File: src/ffha_pkg.sv
// ----------------------------------------------------------------------------
// ffha_pkg
// Shared constants, status codes and the probe record that travels along the
// row of block cells of the first-fit heap allocator.
// ----------------------------------------------------------------------------
package ffha_pkg;

  localparam int MAX_BLOCKS   = 64;
  localparam int IDX_W        = $clog2(MAX_BLOCKS);
  localparam int CNT_W        = $clog2(MAX_BLOCKS + 1);
  localparam int DATA_W       = 32;
  localparam int HEADER_BYTES = 8;
  localparam int GAP_BYTES    = 4;

  localparam logic [DATA_W-1:0] HDR_C  = DATA_W'(HEADER_BYTES);
  localparam logic [DATA_W-1:0] STEP_C = DATA_W'(HEADER_BYTES + GAP_BYTES);

  localparam logic [1:0] ST_OK       = 2'd0;
  localparam logic [1:0] ST_OOM      = 2'd1;
  localparam logic [1:0] ST_ZERO     = 2'd2;
  localparam logic [1:0] ST_NOTFOUND = 2'd3;

  localparam logic ACT_ALLOC = 1'b0;
  localparam logic ACT_FREE  = 1'b1;

  localparam logic [0:0] REG_BASE  = 1'b0;
  localparam logic [0:0] REG_LIMIT = 1'b1;

  typedef struct packed {
    logic              vld;
    logic              is_free;
    logic [DATA_W-1:0] req_size;
    logic [DATA_W-1:0] payload;
    logic [DATA_W-1:0] addr;      // header address of the block now visited
    logic              hit;
    logic [DATA_W-1:0] hit_size;
    logic [DATA_W-1:0] hit_addr;
  } probe_t;

  typedef struct packed {
    logic              clear;
    logic              append;
    logic [IDX_W-1:0]  idx;
    logic [DATA_W-1:0] size;
  } cell_ctl_t;

endpackage

File: src/ffha_cell.sv
// ----------------------------------------------------------------------------
// ffha_cell
// One block record. Inspects the passing probe, claims or releases its block
// on a match, and hands the probe on to its neighbour through its probe register.
// ----------------------------------------------------------------------------
module ffha_cell (
  input  logic                    clk,
  input  logic                    rst_n,
  input  logic [ffha_pkg::IDX_W-1:0] cell_idx,
  input  ffha_pkg::cell_ctl_t     ctl,
  input  ffha_pkg::probe_t        probe_in,
  output ffha_pkg::probe_t        probe_out
);

  logic [ffha_pkg::DATA_W-1:0] size_r;
  logic                        used_r, used_nxt;
  logic                        live_r, live_nxt;
  ffha_pkg::probe_t            probe_r, probe_nxt;
  logic                        take, rel, mine;

  always_comb begin
    mine = probe_in.vld && !probe_in.hit && live_r;
    take = mine && !probe_in.is_free && !used_r && (probe_in.req_size != '0) &&
           (size_r >= probe_in.req_size);
    rel  = mine && probe_in.is_free &&
           ((probe_in.addr + ffha_pkg::HDR_C) == probe_in.payload);
    probe_nxt = probe_in;
    if (take || rel) begin
      probe_nxt.hit      = 1'b1;
      probe_nxt.hit_size = size_r;
      probe_nxt.hit_addr = probe_in.addr + ffha_pkg::HDR_C;
    end
    if (live_r) begin
      probe_nxt.addr = probe_in.addr + size_r + ffha_pkg::STEP_C;
    end
    used_nxt = used_r;
    live_nxt = live_r;
    if (take) begin
      used_nxt = 1'b1;
    end
    if (rel) begin
      used_nxt = 1'b0;
    end
    if (ctl.append && ctl.idx == cell_idx) begin
      used_nxt = 1'b1;
      live_nxt = 1'b1;
    end
    if (ctl.clear) begin
      used_nxt = 1'b0;
      live_nxt = 1'b0;
    end
  end

  always_ff @(posedge clk) begin
    if (!rst_n) begin
      used_r      <= 1'b0;
      live_r      <= 1'b0;
      probe_r.vld <= 1'b0;
    end else begin
      used_r      <= used_nxt;
      live_r      <= live_nxt;
      probe_r.vld <= probe_nxt.vld;
    end
    probe_r.is_free  <= probe_nxt.is_free;
    probe_r.req_size <= probe_nxt.req_size;
    probe_r.payload  <= probe_nxt.payload;
    probe_r.addr     <= probe_nxt.addr;
    probe_r.hit      <= probe_nxt.hit;
    probe_r.hit_size <= probe_nxt.hit_size;
    probe_r.hit_addr <= probe_nxt.hit_addr;
    if (ctl.append && ctl.idx == cell_idx) begin
      size_r <= ctl.size;
    end
  end

  assign probe_out = probe_r;

endmodule

File: config.mk
export PLATFORM = sky130hd
export DESIGN_NAME = ffha_cell
export DESIGN_NICKNAME = d
export VERILOG_FILES = /design/src/ffha_pkg.sv /design/src/ffha_cell.sv
export SDC_FILE = /design/constraint.sdc
export NUM_CORES = 1
export LEC_CHECK = 0
export CORE_MARGIN = 10
export CORE_UTILIZATION = 40
export DETAILED_ROUTE_END_ITERATION = 7
export DONT_BUFFER_PORTS = 1
export GPL_TIMING_DRIVEN = 0
export SLEW_MARGIN = 20
export SYNTH_ARGS = -nofsm -noshare
export SYNTH_HDL_FRONTEND = slang
export SYNTH_SLANG_ARGS = --single-unit
File: constraint.sdc
create_clock -name clk -period 7.3 [get_ports clk]
set_input_delay 0.365 -clock clk [delete_from_list [all_inputs] [get_ports clk]]
set_output_delay 0.365 -clock clk [all_outputs]
set_load 0.02 [all_outputs]
==> results list, run 1 <==
* CTS tree: done
* # Max-Cap Violations: 0
- Post-DP Area: 10,200 sq um
* Final setup violation count: 0
- Synthesized netlist cell count: 863
- Die span in x: 176 um
* Smallest hold slack: 0.0258 ns
- Number of H-tree branching levels: 4
- Part of the cycle the worst path needs: 58.6%
- Detailed placement finished with a half-perimeter wire length of 25,100 um.
- Vias in the first global route: 7,305
- Number of different library cells in the post-synthesis netlist: 69
- Data on the critical path is required at its endpoint by 7.62 ns.
* Proportion of netlist area held by the largest area contributor: 34.0%
* Clock-pin transition on the worst setup and hold timing paths: 0.07 ns
- Clock insertion delay at the later pin of the skew report: 0.43 ns
- Sequential area share after synthesis: 43.9%
* Antenna violations before repair: 0
- Relative to the synthesized area, the layout overhead comes to 18.4%.
* Shortest clock period the worst path allows after layout: 4.28 ns
- Count of endpoints failing hold in the final timing report: 0
* Proportion of synthesized flip-flops having asynchronous set or reset: 0%
- Final number of max-transition violations: 0
* Synthesized area divided by synthesized cell count: 11.3 sq um
- In this run, synthesis inferred 32 flip-flops with an integrated enable.
* Destination of the worst register-to-register timing path: probe_out[61]
- Status: finished, final reports clean
- Entering global routing, the biggest net connects 18 pins.
- Timing would allow up to 234 MHz.
- Total power density per cell area: 214 nW/um^2
- Startpoint of the lowest-slack register-to-register path: size_r[0]
- After clock tree synthesis, the setup repair step added 0 buffers.
* Count of warnings emitted by yosys: 0
- Summing all multi-input logic gate instances after layout gives 5100 sq um.
- Total I/O pin count: 374
* Total of hold buffers inserted after clock tree synthesis: 65
* Detailed Route WL: 31,300 um
- Starting density of the core: 41.0%
- Layout filler cell count: 2,228
- Crit-path max FO: 10
- The worst register-to-register path has a setup slack of 3.02 ns.
* Arr. time, crit path: 4.59 ns
- Final GP Congestion: 0.852
- Post-cts sizing count: 0
- Number of cell rows: 56
- Predominant post-synthesis flop cell: dfxtp_1
* Cell type with the largest total area after synthesis: dfxtp_1
- The worst hold path passes through 0 cells.
* Register area: 4260 sq um
* Height of the die: 176 um
* Routed wire length per instance: 24.2 um
- Port buffering added 0 buffers.
- First-pass GRT wire length: 45,500 um
- IR analysis of the VDD net gives a maximum drop of 122 uV.
- Fin Clk Skew: 0.00775 ns
- Total congestion overflow after global routing: 0
- Nature of the critical path startpoint: flop
* First DRT Iteration DRCs: 327
- Synthesis produced a netlist with a net count of 1,169.
* FF-to-FF path depth: 14
- The number of clock buffers added by TritonCTS is 17.
- The die covers 30,900 sq um.
* Vias/cell: 5.34
* Cell Area, Synth: 9720 sq um
- With fillers left out, the area of the finished cells amounts to 11,500 sq um.
- At the pin with the least slew margin, the transition time is 1.02 ns.
- Synthesis inferred 197 register bits.
* Remaining routing DRC violations: 0
- Clock tree synthesis selected as its root buffer the cell clkbuf_16.
- The core region is 23,700 sq um.
- Setup repair after global routing missed its margin: false
- The clock drives 197 sinks.
* GRT Util Overall: 19.5%
- In this run the static leakage power is 4.83 nW.
- WHS Endpoint: size_r[16]
- Final-layout setup total negative slack: 0 ns
- Post-DRT Antenna Nets: 0
- Total number of nets in the final design: 1,268
- The worst setup path is captured at a flop.
- Classification of the worst-slack hold path: in -> reg
- By startpoint and endpoint, the worst setup path is classified as reg -> reg.
* Rel. slew slack: 31.2%
- Cells with a size suffix above 1 make up 15.4% of the layout.
* Number of optimization iterations in the first detailed-route pass: 5
- In this run the most critical hold path is launched from ctl[16].
* Buffers from clock root to sink, at most: 2
- Via count: 6,909
- In the post-synthesis netlist, the biggest area contributors are dfxtp_1 (34%), ha_1 (12%), edfxtp_1 (9.9%), mux2_4 (6.2%), xnor2_1 (5.1%).
-- placed cells by master (no fill, tap or decap), types with 5 or more instances in the layout --
| cell | instances |
|---|---|
| dfxtp_1 | 165 |
| ha_1 | 94 |
| dlygate4sd3_1 | 75 |
| xnor2_1 | 57 |
| inv_1 | 50 |
| a21oi_1 | 42 |
| mux2_4 | 40 |
| mux2_2 | 38 |
| nand2_1 | 32 |
| edfxtp_1 | 32 |
| xor2_1 | 31 |
| nor2_1 | 28 |
| a21o_1 | 26 |
| nand3_1 | 23 |
| o21ai_0 | 23 |
| clkbuf_16 | 18 |
| nand4_1 | 16 |
| nor4_1 | 11 |
| nand2b_1 | 10 |
| nor3_1 | 8 |
| buf_2 | 8 |
| o211ai_1 | 7 |
| and3_1 | 7 |
| a211oi_1 | 7 |
| nor3b_1 | 7 |
| o21a_1 | 6 |
| o21bai_1 | 6 |
| nand3_2 | 6 |
| nor2b_1 | 5 |
| buf_12 | 5 |
| mux2_1 | 5 |
-- worst max-delay path: stages (launching register included) --
cell	delay, ns
edfxtp_1	0.44
inv_1	0.07
ha_1	0.27
nand2b_1	0.09
a21o_1	0.11
a21oi_1	0.07
o21a_1	0.19
o31ai_1	0.44
a2111oi_0	0.30
o31a_1	0.33
o21ai_0	0.82
nand2b_2	0.31
buf_12	0.20
buf_6	0.17
mux2_1	0.34
-- flip-flops by register name (all words and copies together), names as in the netlist --
| name | cells |
|---|---|
| used_r | 1 |
| probe_out | 163 |
| live_r | 1 |
| size_r | 32 |
-- metal layers --
layer	vias up	share of wire [%]	routed length (um)	global-route usage [%]
li1	3305	-	-	-
met1	3290	37	11600	20.4
met2	300	51	16000	35.0
met3	14	11	3550	9.01
met4	0	0.75	235	4.27
met5	-	0	0	0
-- where the power goes --
group,internal (W),switching (W)
Combinational,0.000141,0.000121
Sequential,0.00115,0.0000906
Clock,0.000526,0.000434
-- stage by stage --
step	instances	total power [W]	util [%]	worst slack [ns]
floorplan	863	0.00144	-	3.01
global placement	1182	0.00149	42.7	0.995
detailed placement	1187	0.00150	42.9	3.18
CTS	1284	0.00249	48.1	3.14
global route	1294	0.00257	48.6	2.97
finish	1295	0.00247	48.6	3.02
-- cells in the mapped netlist (5+ instances only) --
master / count
and3_1: 7
o21ai_0: 23
nand3_2: 6
ha_1: 94
buf_12: 5
dfxtp_1: 165
xor2_1: 31
edfxtp_1: 32
inv_1: 50
nand4_1: 16
xnor2_1: 57
nor4_1: 12
a211oi_1: 7
a21oi_1: 42
nand3_1: 23
mux2_4: 40
a21o_1: 26
nand2_1: 32
nand2b_1: 10
o21a_1: 6
nor2b_1: 5
mux2_2: 38
nor3b_1: 7
o21bai_1: 6
nor3_1: 8
nor2_1: 28
mux2_1: 5
o211ai_1: 7
-- layout make-up --
class,instances,area share (%)
inverters,51,1.66
plain buffers,19,1.50
repair buffers,80,6.77
well taps,319,3.47
clock inverters,11,0.935
multi-input cells,596,44.3
flip-flops and latches,197,37.1
diodes,1,0.0218
clock buffers,21,4.27
-- worst max path at each step --
stage,startpoint,cells past startpoint,slack [ns],to
finish,size_r[0],14,3.02,probe_out[61]
detailed placement,size_r[0],14,3.18,probe_out[61]
CTS,size_r[0],14,3.14,probe_out[61]
global route,size_r[0],14,2.97,probe_out[61]
floorplan,cell_idx[2],4,3.01,live_r
global placement,cell_idx[2],4,1.0,live_r
-- logic make-up after synthesis --
family / count (synthesis) / share of synthesized area (%)
muxes: 85 / 11.4
adders and majority gates: 95 / 12.3
and+or+nand+nor: 182 / 10.9
xor gates and xnor gates: 88 / 7.93
AOI/OAI and AO/OA: 146 / 9.84
buffers and inverters: 70 / 3.75
DFF: 197 / 43.9
Power figures use the tool's default switching activity.
==> inputs of run 2 (changes only) <==
Clock period 7.3 ns to 3.7 ns, I/O delays scaled along.
==> results list, run 2 (same netlist as run 1, synthesis figures left out) <==
- The run finished with clean final reports.
* Critical Path Slowest Stage Cell: edfxtp_1
- For the finished layout, the period the worst path requires is 3.55 ns.
* Starting density of the core: 41.0%
- Die span in x: 176 um
- Sink count of the clock tree: 197
- The register with the most flip-flops in the layout has 163 of them.
- The core region is 23,700 sq um.
- Final GP Congestion: 0.829
* Switching component of the power: 0.00132 W
* Largest stage delay, worst path: 0.43 ns
* Power, Total: 0.00497 W
* Buffers from clock root to sink, at most: 2
* Smallest hold slack: 0.0165 ns
* Total I/O pin count: 374
- Crit end category: flop
- VDD sags by at most 237 uV.
- Total power density per cell area: 392 nW/um^2
* Arr. time, crit path: 3.85 ns
* Actual transition at the worst max-transition pin: 0.872 ns
- For the worst setup path, the data required time is 4.00 ns.
- TritonCTS built the clock tree.
- Buffers placed on the I/O ports in this run total 0.
- In the final design database the tool counted 1,379 nets.
* Share of layout cells above drive strength 1: 14.0%
- The floorplan step set the die height to 176 um.
* Final setup violation count: 0
* Internal Power: 0.00365 W
* Rel. slew slack: 40.4%
* Power share of the clock group: 37.9%
- The signal on the critical path passes through inv_1 -> ha_1 -> nand2b_1 -> a21o_1 -> a21oi_1 -> o21a_1 -> o31ai_2 -> a2111oi_4 -> o31a_1 -> o21ai_2 -> nand2b_2 -> buf_12 -> buf_6 -> mux2_1.
* Combinational power share: 12.7%
- The first global-routing pass estimated 50,100 um of wire.
* First DRT Iteration DRCs: 325
- The initial antenna violation count came to 0.
- Top library cells by usage in the layout, fill and taps aside: dlygate4sd3_1 (189), dfxtp_1 (165), ha_1 (94)
- Seq pwr share: 49.4%
* Fin Clk Skew: 0.0134 ns
- For this run, the total global-route usage over all layers was measured as 21.4%.
- Top Family by Delay on Critical Path: compound AO/OA/AOI/OAI gates
* Pre-CTS setup slack: -0.475 ns
- Highest Clock Rate: 282 MHz
* Remaining routing DRC violations: 0
- Worst setup path class: reg -> reg
- The hold violation total from the final report came to 0.
- Crit-path max FO: 10
- Most frequent standard cell in the layout excluding fill and tap cells: dlygate4sd3_1
* Number of optimization iterations in the first detailed-route pass: 5
- Number of cell rows: 56
* Final-layout setup total negative slack: 0 ns
* Leakage Power: 5.30 nW
- The HPWL after detailed placement is 25,400 um.
- Clock insertion delay at the later pin of the skew report: 0.43 ns
- Total congestion overflow after global routing: 0
- Antenna Diode Count: 0
- STA classifies the critical path startpoint as a flop.
- In this run switching power makes up 26.5% of total power.
- Counting both buffers and inverters, the worst setup path holds a total of 3.
- Post-CTS Setup Bufs: 0
- Of the available clock period, the critical path in the final layout requires 95.9%.
- Area of the die: 30,900 sq um
* Classification of the worst-slack hold path: in -> reg
* Post-synthesis to final-layout area growth: 30.4%
* Clock-pin transition on the worst setup and hold timing paths: 0.07 ns
- The count of nets left with antenna violations once routing finished came out at 0.
* Cts bufs inserted: 17
- For this block, the via count after detailed routing is 7,500.
* Number of H-tree branching levels: 4
* # Max-Cap Violations: 0
* Clock tree root driver cell: clkbuf_16
- Detailed Route WL: 34,000 um
- Vias in the first global route: 8,179
- Final number of max-transition violations: 0
* Crit path setup slack, layout: 0.150 ns
- Routed wire length per instance: 24.2 um
- Entering global routing, the biggest net connects 18 pins.
- Vias/cell: 5.34
## run 2: changes by cell type in the layout (fill, tap and decap cells not counted), sizes merged
cell / previous run / this run
clkinv: 2 / 3
buf: 20 / 18
clkbuf: 25 / 24
diode: 1 / 0
dlygate4sd3: 75 / 189
inv: 58 / 57
## run 2: final timing paths
check / slack [ns] / depth (start not counted) / endpoint / startpoint
setup / recovery: 0.15 / 14 / probe_out[62] / size_r[0]
hold / removal: 0.02 / 2 / probe_out[82] / probe_in[82]
hold reg to reg: 0.57 / 1 / probe_out[50] / size_r[18]
setup reg to reg: 0.15 / 14 / probe_out[62] / size_r[0]
## run 2: final cells by class
| type | instances | area [sq um] |
|---|---|---|
| fillers | 2096 | 11000 |
| clock buffers | 21 | 482 |
| repair buffers | 192 | 1920 |
| inverters | 51 | 191 |
| clock inverters | 11 | 108 |
| well taps | 319 | 399 |
| flip-flops and latches | 197 | 4260 |
| multi-input cells | 596 | 5140 |
| plain buffers | 18 | 169 |
## run 2: through the flow
stage	area, sq um	util (%)	cells
floorplan	9720	-	863
global placement	10100	42.7	1182
detailed placement	10200	42.9	1185
CTS	12600	53.4	1405
global route	12700	53.5	1405
finish	12700	53.5	1405
## run 2: layer usage
metal | wire (um) | GRT usage (%)
met4 | 478 | 5.05
met2 | 17300 | 38.4
met3 | 3260 | 8.94
met1 | 13000 | 22.7
met5 | 0 | 0
## run 2: power by group through the flow
stage	combinational [W]	clock, W	sequential [W]
5_1_grt	0.000698	0.00200	0.00247
3_5_place_dp	0.000448	0	0.00251
3_3_place_gp	0.000440	0	0.00251
2_1_floorplan	0.000365	0	0.00248
6_report	0.000633	0.00188	0.00246
4_1_cts	0.000625	0.00193	0.00246
## run 2: what timing repair did
action | CTS | global route
hold endpoints to repair | 188 | 0
hold buffers | 189 | 0
pin swaps | 0 | 0
setup endpoints to repair | 66 | 63
resized for setup | 5 | 5
==> inputs of run 3 (changes only) <==
Settings changed: CORE_UTILIZATION 40 to 25, PLACE_DENSITY_LB_ADDON set to 0.12.
==> results list, run 3 (same netlist as run 1, synthesis figures left out) <==
- Required time at the endpoint of the critical path: 4.07 ns
- Area of the die: 47,200 sq um
* Largest stage delay, worst path: 0.46 ns
* Final number of max-transition violations: 0
- Top library cells by usage in the layout, fill and taps aside: dlygate4sd3_1 (191), dfxtp_1 (164), ha_1 (94)
- In this run the cell area measured after placement is 10,400 sq um.
- For the pin with the worst max-slew slack, the measured transition is 0.882 ns.
* Final-layout setup total negative slack: 0 ns
- Clock tree root driver cell: clkbuf_16
- Highest Clock Rate: 288 MHz
* Number of buffer and inverter stages on the critical path: 3
- Setup violations remaining at the end of the flow were counted as 0.
- On the final layout, the worst hold slack is 0.0577 ns.
* Shortest clock period the worst path allows after layout: 3.48 ns
- Total power density per cell area: 391 nW/um^2
- No sink is reached through more buffers than the 2 on the longest clock path.
- The setup path with the least slack is of type reg -> reg.
* First DRT Iteration DRCs: 300
* Top Family by Delay on Critical Path: compound AO/OA/AOI/OAI gates
- The initial antenna violation count is 1.
- Most repeated library cell on the critical path: buf_12
- After clock tree synthesis, the clock-pin slew on the worst setup and hold paths is 0.07 ns.
- Walking the worst path, the cells encountered are inv_1 -> ha_1 -> nand2b_1 -> a21o_1 -> a21oi_1 -> o21a_1 -> o31ai_4 -> a2111oi_4 -> o31a_1 -> o21ai_2 -> nand2b_2 -> buf_12 -> buf_12 -> mux2_4.
- Height of the die: 217 um
- Status: finished, final reports clean
* Most frequent standard cell in the layout excluding fill and tap cells: dlygate4sd3_1
* Vias/cell: 4.53
- Input and output buffers added on the ports amount to 0.
* Vias in the first global route: 8,032
- Count of endpoints failing hold in the final timing report: 0
- Row generation in the floorplan step produced 72 rows.
- Post-detail-place hpwl: 30,100 um
- The tree built by TritonCTS fans out to 197 sinks.
- Post-DRT Antenna Nets: 0
- 374 I/O pins were placed.
- Cells with a size suffix above 1 make up 14.2% of the layout.
- Buffers inserted during clock tree synthesis total 17.
- Detailed Route WL: 38,800 um
- Leakage Power: 5.32 nW
- Number of optimization iterations in the first detailed-route pass: 4
- Fin Clk Skew: 0.0110 ns
* Starting density of the core: 25.2%
- Antenna Diode Count: 0
* Final Cell Area: 13,000 sq um
* Rel. slew slack: 41.1%
* Crit-path max FO: 10
* Classification of the worst-slack hold path: in -> reg
* Nature of the critical path startpoint: flop
- The detailed router placed 7,269 vias in this run.
- Final GP Congestion: 0.777
- Data on the critical path arrives at its endpoint at 3.85 ns.
- Maximum number of pins on one net before global-route repair: 18
- For the worst-skew pair, the clock arrives at the later sink with an insertion delay of 0.49 ns.
- Part of the cycle the worst path needs: 94.0%
- First-pass GRT wire length: 56,000 um
* Number of H-tree branching levels: 4
* Die span in x: 217 um
* Remaining routing DRC violations: 0
* Post-synthesis to final-layout area growth: 33.8%
* Crit end category: flop
- The worst-case IR drop observed on VDD is 346 uV.
- Counting the fill cells in the layout gives 3,992.
* Largest register FFs: 163
- Setup repair after global routing missed its margin: false
* Total congestion overflow after global routing: 0
- In this run the standard cell core region covers 38,600 sq um.
- Critical Path Slowest Stage Cell: edfxtp_1
* CTS tree: done
- In the final routed layout, each cell accounts on average for 24.2 um.
- The tool flagged a number of max-cap violations equal to 0.
* Total number of nets in the final design: 1,381
- In the global route stage, overall resource usage came out at 16.5%.
[run 3: cell count changes in the layout (fill, tap and decap cells not counted), moves of 2 or more]
| cell | before | now |
|---|---|---|
| inv_6 | 5 | 3 |
| clkbuf_1 | 4 | 6 |
| clkbuf_16 | 18 | 20 |
| dlygate4sd3_1 | 189 | 191 |
| inv_4 | 2 | 0 |
[run 3: layout make-up]
class	instances	area, sq um	area share [%]
well taps	518	648	4.98
flip-flops and latches	197	4270	32.8
multi-input cells	596	5170	39.8
clock inverters	7	80.1	0.616
clock buffers	25	539	4.15
repair buffers	194	1940	14.9
inverters	51	191	1.47
plain buffers	18	169	1.30
[run 3: where the power goes]
part	switching, W	internal [W]
Clock	0.000887	0.00109
Sequential	0.000183	0.00228
Combinational	0.000287	0.000362
[run 3: layer usage]
layer  vias to the layer above  track usage (%)  share of wire [%]
li1                       3525                -                  -
met5                         -                0                  0
met3                        20             7.06                8.8
met1                      3484             18.7                 40
met2                       240             28.0                 50
met4                         0             4.05                1.2
[run 3: worst paths after layout]
check / from / end / slack, ns / cells past startpoint
min: probe_in[80] / probe_out[15] / 0.06 / 2
max reg2reg: size_r[0] / probe_out[27] / 0.22 / 14
min reg2reg: size_r[10] / probe_out[42] / 0.58 / 1
max: size_r[0] / probe_out[27] / 0.22 / 14
[run 3: through the flow]
step                utilization [%]  setup WS, ns  total power [W]  std cells
global placement               26.9        -0.652          0.00298       1381
floorplan                         -         0.734          0.00284        863
detailed placement             27.0        -0.590          0.00298       1384
CTS                            33.6       0.00571          0.00519       1606
global route                   33.7        0.0139          0.00533       1606
finish                         33.7         0.222          0.00509       1606
[run 3: worst reg2reg max path: stages, from the launching register on]
cell and delay, ns:
edfxtp_1 0.46, inv_1 0.07, ha_1 0.26, nand2b_1 0.09
a21o_1 0.11, a21oi_1 0.06, o21a_1 0.22, o31ai_4 0.34
a2111oi_4 0.14, o31a_1 0.32, o21ai_2 0.32, nand2b_2 0.25
buf_12 0.21, buf_12 0.21, mux2_4 0.32
[run 3: timing repair]
item                                    4_1_cts  5_1_grt
buffers inserted                              0        0
endpoints found under the setup margin       66       54
gates resized for setup                       6       10
hold buffers                                191        0
endpoints found under the hold margin       190        0
